<file path="src/rtl/iirl_pkg.sv">
`timescale 1ns / 1ps
// Package for the indexed insert/remove list: widths, opcodes, status codes
// and the command struct broadcast from the control logic to the cell row.
// No dependencies.
package iirl_pkg;

	// field widths fixed by the word format
	localparam int CNT_W      = 5;
	localparam int WORD_W     = 32;
	localparam int OP_W       = 2;
	localparam int ST_W       = 2;
	localparam int IN_DATA_W  = 40;
	localparam int OUT_DATA_W = 48;

	// build defaults
	localparam int DEPTH_DEF = 16;
	localparam logic [CNT_W-1:0] CAP_RESET = CNT_W'(16);

	// opcodes
	localparam logic [OP_W-1:0] OP_CLEAR  = 2'd0;
	localparam logic [OP_W-1:0] OP_INSERT = 2'd1;
	localparam logic [OP_W-1:0] OP_REMOVE = 2'd2;
	localparam logic [OP_W-1:0] OP_READ   = 2'd3;

	// status codes
	localparam logic [ST_W-1:0] ST_OK    = 2'd0;
	localparam logic [ST_W-1:0] ST_INDEX = 2'd1;
	localparam logic [ST_W-1:0] ST_FULL  = 2'd2;

	// command seen by every cell in the row
	typedef struct packed {
		logic              shift_up;
		logic              shift_down;
		logic [CNT_W-1:0]  pos;
		logic [WORD_W-1:0] value;
	} cell_cmd_t;

endpackage

</file>
<file path="src/rtl/iirl_cell.sv">
`timescale 1ns / 1ps
// One storage cell of the list row: holds one entry and loads from its
// lower or upper neighbour, or from the new word, as the command says.
// Depends on iirl_pkg.
module iirl_cell
	import iirl_pkg::*;
#(
	parameter int IDX = 0
) (
	input  logic              clk,
	input  cell_cmd_t         cmd,
	input  logic [WORD_W-1:0] lower_word,
	input  logic [WORD_W-1:0] upper_word,
	output logic [WORD_W-1:0] word,
	output logic [WORD_W-1:0] hit_word
);

	logic [WORD_W-1:0] data_q;
	logic              above;
	logic              at;

	assign above = int'(cmd.pos) < IDX;
	assign at    = int'(cmd.pos) == IDX;

	// shift up above the index, load the new word at it, or shift down from it
	always_ff @(posedge clk) begin
		if (cmd.shift_up) begin
			if (above) begin
				data_q <= lower_word;
			end else if (at) begin
				data_q <= cmd.value;
			end
		end else if (cmd.shift_down) begin
			if (above || at) begin
				data_q <= upper_word;
			end
		end
	end

	assign word     = data_q;
	// offer the entry to the read OR only when it is the addressed cell
	assign hit_word = at ? data_q : '0;

endmodule

</file>
<file path="src/rtl/indexed_insert_remove_list.sv">
`timescale 1ns / 1ps
// Indexed insert/remove list: one operation per word, result registered on acceptance.
// Throughput: one word per cycle unless a result held for m_tready stalls s_tready;
// every cell shifts, loads or holds in parallel.
// Reset: count cleared, capacity set to 16, no result pending; cell contents
// stay undefined until written. Depends on iirl_pkg and iirl_cell.
module indexed_insert_remove_list
	import iirl_pkg::*;
#(
	parameter int DEPTH = DEPTH_DEF
) (
	input  logic                  clk,
	input  logic                  arst_n,
	// configuration: capacity
	input  logic                  cfg_wr_en,
	input  logic [CNT_W-1:0]      cfg_wr_data,
	// input words
	input  logic                  s_tvalid,
	output logic                  s_tready,
	// opcode[1:0], position[6:2], value[38:7], zero fill above
	input  logic [IN_DATA_W-1:0]  s_tdata,
	// result words
	output logic                  m_tvalid,
	input  logic                  m_tready,
	// status[1:0], read_value[33:2], read_valid[34], size_now[39:35],
	// is_full[40], is_empty[41], zero fill above
	output logic [OUT_DATA_W-1:0] m_tdata
);

	logic [CNT_W-1:0]  cap_q;
	logic [CNT_W-1:0]  count_q;
	logic [CNT_W-1:0]  cap_lim;
	logic              accept;

	logic [OP_W-1:0]   opcode;
	logic [CNT_W-1:0]  position;
	logic [WORD_W-1:0] value;

	logic [ST_W-1:0]   status;
	logic [CNT_W-1:0]  cnt_nxt;
	logic              ins_ok;
	logic              rem_ok;
	logic              rd_ok;
	logic [WORD_W-1:0] rd_word;

	cell_cmd_t         cmd;
	logic [WORD_W-1:0] cell_word [DEPTH];
	logic [WORD_W-1:0] cell_hit  [DEPTH];

	logic                  out_valid_q;
	logic [OUT_DATA_W-1:0] out_data_q;

	// unpack the input word
	assign opcode   = s_tdata[1:0];
	assign position = s_tdata[6:2];
	assign value    = s_tdata[38:7];

	assign s_tready = !out_valid_q || m_tready;
	assign accept   = s_tvalid && s_tready;

	// effective capacity is bounded by the built depth
	assign cap_lim = (int'(cap_q) < DEPTH) ? cap_q : CNT_W'(DEPTH);

	// decode the operation and check the index and fill level
	always_comb begin
		status  = ST_OK;
		cnt_nxt = count_q;
		ins_ok  = 1'b0;
		rem_ok  = 1'b0;
		rd_ok   = 1'b0;
		unique case (opcode)
			OP_CLEAR: begin
				cnt_nxt = '0;
			end
			OP_INSERT: begin
				if (position > count_q) begin
					status = ST_INDEX;
				end else if (count_q >= cap_lim) begin
					status = ST_FULL;
				end else begin
					ins_ok  = 1'b1;
					cnt_nxt = count_q + CNT_W'(1);
				end
			end
			OP_REMOVE: begin
				if (position >= count_q) begin
					status = ST_INDEX;
				end else begin
					rem_ok  = 1'b1;
					cnt_nxt = count_q - CNT_W'(1);
				end
			end
			OP_READ: begin
				if (position >= count_q) begin
					status = ST_INDEX;
				end else begin
					rd_ok = 1'b1;
				end
			end
			default: begin
				status = ST_OK;
			end
		endcase
	end

	// broadcast the command to the row
	assign cmd.shift_up   = accept && ins_ok;
	assign cmd.shift_down = accept && rem_ok;
	assign cmd.pos        = position;
	assign cmd.value      = value;

	// row of cells, each linked to its neighbours
	for (genvar i = 0; i < DEPTH; i++) begin : g_cell
		logic [WORD_W-1:0] lower_w;
		logic [WORD_W-1:0] upper_w;
		if (i == 0) begin : g_bottom
			assign lower_w = '0;
		end else begin : g_lower
			assign lower_w = cell_word[i-1];
		end
		if (i == DEPTH - 1) begin : g_top
			assign upper_w = cell_word[i];
		end else begin : g_upper
			assign upper_w = cell_word[i+1];
		end
		iirl_cell #(
			.IDX(i)
		) u_cell (
			.clk        (clk),
			.cmd        (cmd),
			.lower_word (lower_w),
			.upper_word (upper_w),
			.word       (cell_word[i]),
			.hit_word   (cell_hit[i])
		);
	end

	// gather the addressed entry
	always_comb begin
		rd_word = '0;
		for (int i = 0; i < DEPTH; i++) begin
			rd_word = rd_word | cell_hit[i];
		end
	end

	// hold the capacity register
	always_ff @(posedge clk or negedge arst_n) begin
		if (!arst_n) begin
			cap_q <= CAP_RESET;
		end else if (cfg_wr_en) begin
			cap_q <= cfg_wr_data;
		end
	end

	// advance the entry count on each accepted word
	always_ff @(posedge clk or negedge arst_n) begin
		if (!arst_n) begin
			count_q <= '0;
		end else if (accept) begin
			count_q <= cnt_nxt;
		end
	end

	// output register: load on accept, drop when taken
	always_ff @(posedge clk or negedge arst_n) begin
		if (!arst_n) begin
			out_valid_q <= 1'b0;
		end else if (accept) begin
			out_valid_q <= 1'b1;
		end else if (m_tready) begin
			out_valid_q <= 1'b0;
		end
	end

	always_ff @(posedge clk) begin
		if (accept) begin
			out_data_q <= {6'd0,
				(cnt_nxt == '0),
				(cnt_nxt >= cap_lim),
				cnt_nxt,
				rd_ok,
				(rd_ok ? rd_word : '0),
				status};
		end
	end

	assign m_tvalid = out_valid_q;
	assign m_tdata  = out_data_q;

endmodule
</file>
<file path="config.mk">
export PLATFORM = sky130hd
export DESIGN_NAME = indexed_insert_remove_list
export DESIGN_NICKNAME = d
export VERILOG_FILES = /design/src/rtl/iirl_pkg.sv /design/src/rtl/iirl_cell.sv /design/src/rtl/indexed_insert_remove_list.sv
export SDC_FILE = /design/constraint.sdc
export NUM_CORES = 1
export LEC_CHECK = 0
export BUFFER_PORTS_ARGS = -buffer_cell sky130_fd_sc_hd__buf_2
export CORE_MARGIN = 1
export CORE_UTILIZATION = 25
export CTS_CLUSTER_SIZE = 14
export DETAILED_ROUTE_END_ITERATION = 8
export GPL_ROUTABILITY_DRIVEN = 0
export PLACE_DENSITY_LB_ADDON = 0.3
export SLEW_MARGIN = 20
export SYNTH_ARGS = -nofsm -noshare
export SYNTH_HDL_FRONTEND = slang
export SYNTH_HIERARCHICAL = 1
export SYNTH_SLANG_ARGS = --single-unit
</file>
<file path="constraint.sdc">
create_clock -name clk -period 8.6 [get_ports clk]
set_input_delay 0 -clock clk [delete_from_list [all_inputs] [get_ports clk]]
set_output_delay 0 -clock clk [all_outputs]
set_load 0.02 [all_outputs]
</file>
==> flow_summary.yaml <==
floorplan:
  die-width_um: 380
  num_rows: 138
  initial_utilization_pct: 25.2
  core_mm2: 0.142
  die_h_um: 380
  ioPinCount: 100
  dieArea_mm2: 0.144
synth:
  syn_inst: 3661
  synth_seq_cells: 565
  syn_area_mm2: 0.0357
  ys_seq_area_share_pct: 47.4
  ys_dominant_reg_cell: "edfxtp_1"
  avgSynthCellArea_um2: 9.74
  yosysMostFrequentCell: "edfxtp_1"
  ys_types: 94
  synth_area_leaders: "edfxtp_1 47%, and2_1 6.2%, a31oi_1 5.7%"
  synth_common_cells: "554 x edfxtp_1, 409 x nor2_1, 405 x nand2_1"
  yosysWarnings: 6
  async_reset_ff_share_pct: 1.95
  synth_top_cell_by_area: "edfxtp_1"
  synth_edf_count: 554
  yosysTopAreaCellShare_pct: 46.7
clocking:
  cts.sinks: 565
  cts_inserted_buffers: 74
  root_buffer: "clkbuf_16"
  cts_hold_buf: 53
  ctsResizeCount: 0
  cts_tree: "built"
  clk-insertion-delay-late_ps: 670
  cts_buffer_depth: 3
  clk_pin_slew_ps: 60
  post-cts-setup-buffers: 0
  htree_levels: 3
sta:
  max-slew-margin-rel_pct: 18.0
  setup_viol: 0
  rsz0062_at_grt: "no"
  fin_tns_setup_ps: 0
  min_period_ps: 5200
  fin_crit_sh_pct: 60.5
  fmax_ghz: 0.192
  worst_slew_pin_slew_ps: 1230
  finalMaxSlewViolations: 0
  hold_violations: 0
  fin_skew_ps: 32.1
routing:
  dr.pass1.iters: 6
  ant_nets: 0
  routed_via_density: 5.47
  wl_per_cell_um: 25.6
  drt_iter0_drc: 4128
  num_vias: 30700
  wl_um: 144000
  drc: 0
flow_run:
  maxCapViolCount: 0
setup_path:
  required_ps: 9010
  worst_path_most_repeated_cell: "buf_12"
  startpoint_type: "flop"
  arrival_ps: 5610
  slowest_delay_ps: 660
  path_max_fanout: 172
  end_kind: "flop"
  path_cells: "inv_1 > nand2_1 > ha_1 > a21o_1 > a31oi_1 > o21ai_2 > or3_2 > nor2_4 > buf_12 > buf_12 > buf_4 > mux2_2"
  crit_slowest_cell: "buf_4"
  criticalPathCategory: "reg -> reg"
final_layout:
  drive_gt1_share_pct: 14.8
  final_nets: 3726
  syn_to_final_growth_pct: 13.9
  final_util_pct: 28.7
status:
  outcome: "finished clean"
pwr:
  p_per_area_mw_per_mm2: 192
  vdd_drop_max_v: 0.000142
  leakage_nw: 13.9
placed_design:
  port_buffers: 92
  hpwl_um: 81400
global_routing:
  grt_pass1_wl_um: 205000
  grt_pass1_vias: 28400
  antenna_found_initial: 15
  grt_max_degree: 197
  grt_overflow: 0
  grtUsageTotal_pct: 19.2
hold_path:
  hold_class: "in -> reg"
==> cells by family after synthesis <==
family,count (synthesis),synth area share [%]
and+or+nand+nor,1796,28.1
AOI/OAI and AO/OA,748,14.5
DFF,565,47.4
buffers and inverters,433,6.38
muxes,101,2.97
adders and majority gates,17,0.590
other,1,0.0105
==> placed cells by master, fill, tap and decap left out, types with 32 or more instances in the layout <==
cell           count
nand4_1           66
buf_2             87
a21oi_1           70
o311ai_0          33
o21ai_0           68
nand2_1          405
nor3_2            33
or3b_1            32
inv_1            109
a31oi_1          322
and2_1           352
dlygate4sd3_1     53
mux2_2            37
buf_4             94
edfxtp_1         554
mux2i_1           64
nand3b_1          96
and3_1            66
nor2_1           403
o221ai_1          34
clkbuf_16         75
and2_2            33
nor3b_2           59
o21ai_1          104
nor4_1           130
nand3_1           37
==> where the power goes <==
part	internal [mW]	switching, mW
Sequential	3.19	0.0737
Clock	1.85	1.32
Combinational	0.412	0.935
==> worst max-delay path, delay by kind of cell, from the launching register on <==
family / cells / cell delay, ps
buffers and inverters: 4 / 1810
and+or+nand+nor: 3 / 1090
AOI/OAI and AO/OA: 3 / 600
DFF: 1 / 520
muxes: 1 / 410
adders and majority gates: 1 / 240
==> final timing paths <==
| check | from | to | slack (ps) | cells after the start |
|---|---|---|---|---|
| hold / removal | m_tready | count_q[4] | 70 | 5 |
| min in group asynchronous | arst_n | count_q[4] | 420 | 3 |
| max in group asynchronous | arst_n | cap_q[4] | 7810 | 3 |
| hold reg to reg | count_q[4] | count_q[4] | 530 | 1 |
| setup / recovery | cap_q[4] | g_cell[0].u_cell/word[20] | 3400 | 12 |
| setup reg to reg | cap_q[4] | g_cell[0].u_cell/word[20] | 3400 | 12 |
==> per-stage QoR <==
step / instance area, µm² / total power, mW / hold slack [ps] / worst slack [ps] / std cells
2_1_floorplan: 35700 / 4.16 / -296 / 885 / 3666
3_3_place_gp: 37700 / 4.61 / -110 / 3430 / 5420
3_5_place_dp: 37700 / 4.62 / -113 / 3420 / 5420
4_1_cts: 40600 / 7.84 / 4.01 / 3420 / 5608
5_1_grt: 40600 / 8.06 / 135 / 3120 / 5610
6_report: 40600 / 7.78 / 73.9 / 3400 / 5612
==> metal layers <==
metal / part of all wire [%] / track usage, % / vias up
li1: - / - / 13500
met1: 44 / 27.5 / 15200
met2: 44 / 29.3 / 1725
met3: 9.3 / 3.22 / 277
met4: 3.1 / 6.17 / 8
met5: 0.036 / 0 / -
==> final cells by class <==
| class | instances | area, µm² |
|---|---|---|
| flip-flops and latches | 565 | 16900 |
| well taps | 1890 | 2360 |
| repair buffers | 241 | 1780 |
| fillers | 15000 | 101000 |
| inverters | 110 | 414 |
| multi-input cells | 2668 | 16700 |
| diodes | 3 | 7.51 |
| clock inverters | 45 | 459 |
| clock buffers | 90 | 1930 |
==> sequential cells by signal (all words and copies together) (netlist names) <==
signal and cells:
m_tvalid 1, g_cell.u_cell/word 512, cap_q 5, count_q 5, m_tdata 42
Note: power is estimated with default switching activity, not from simulation.
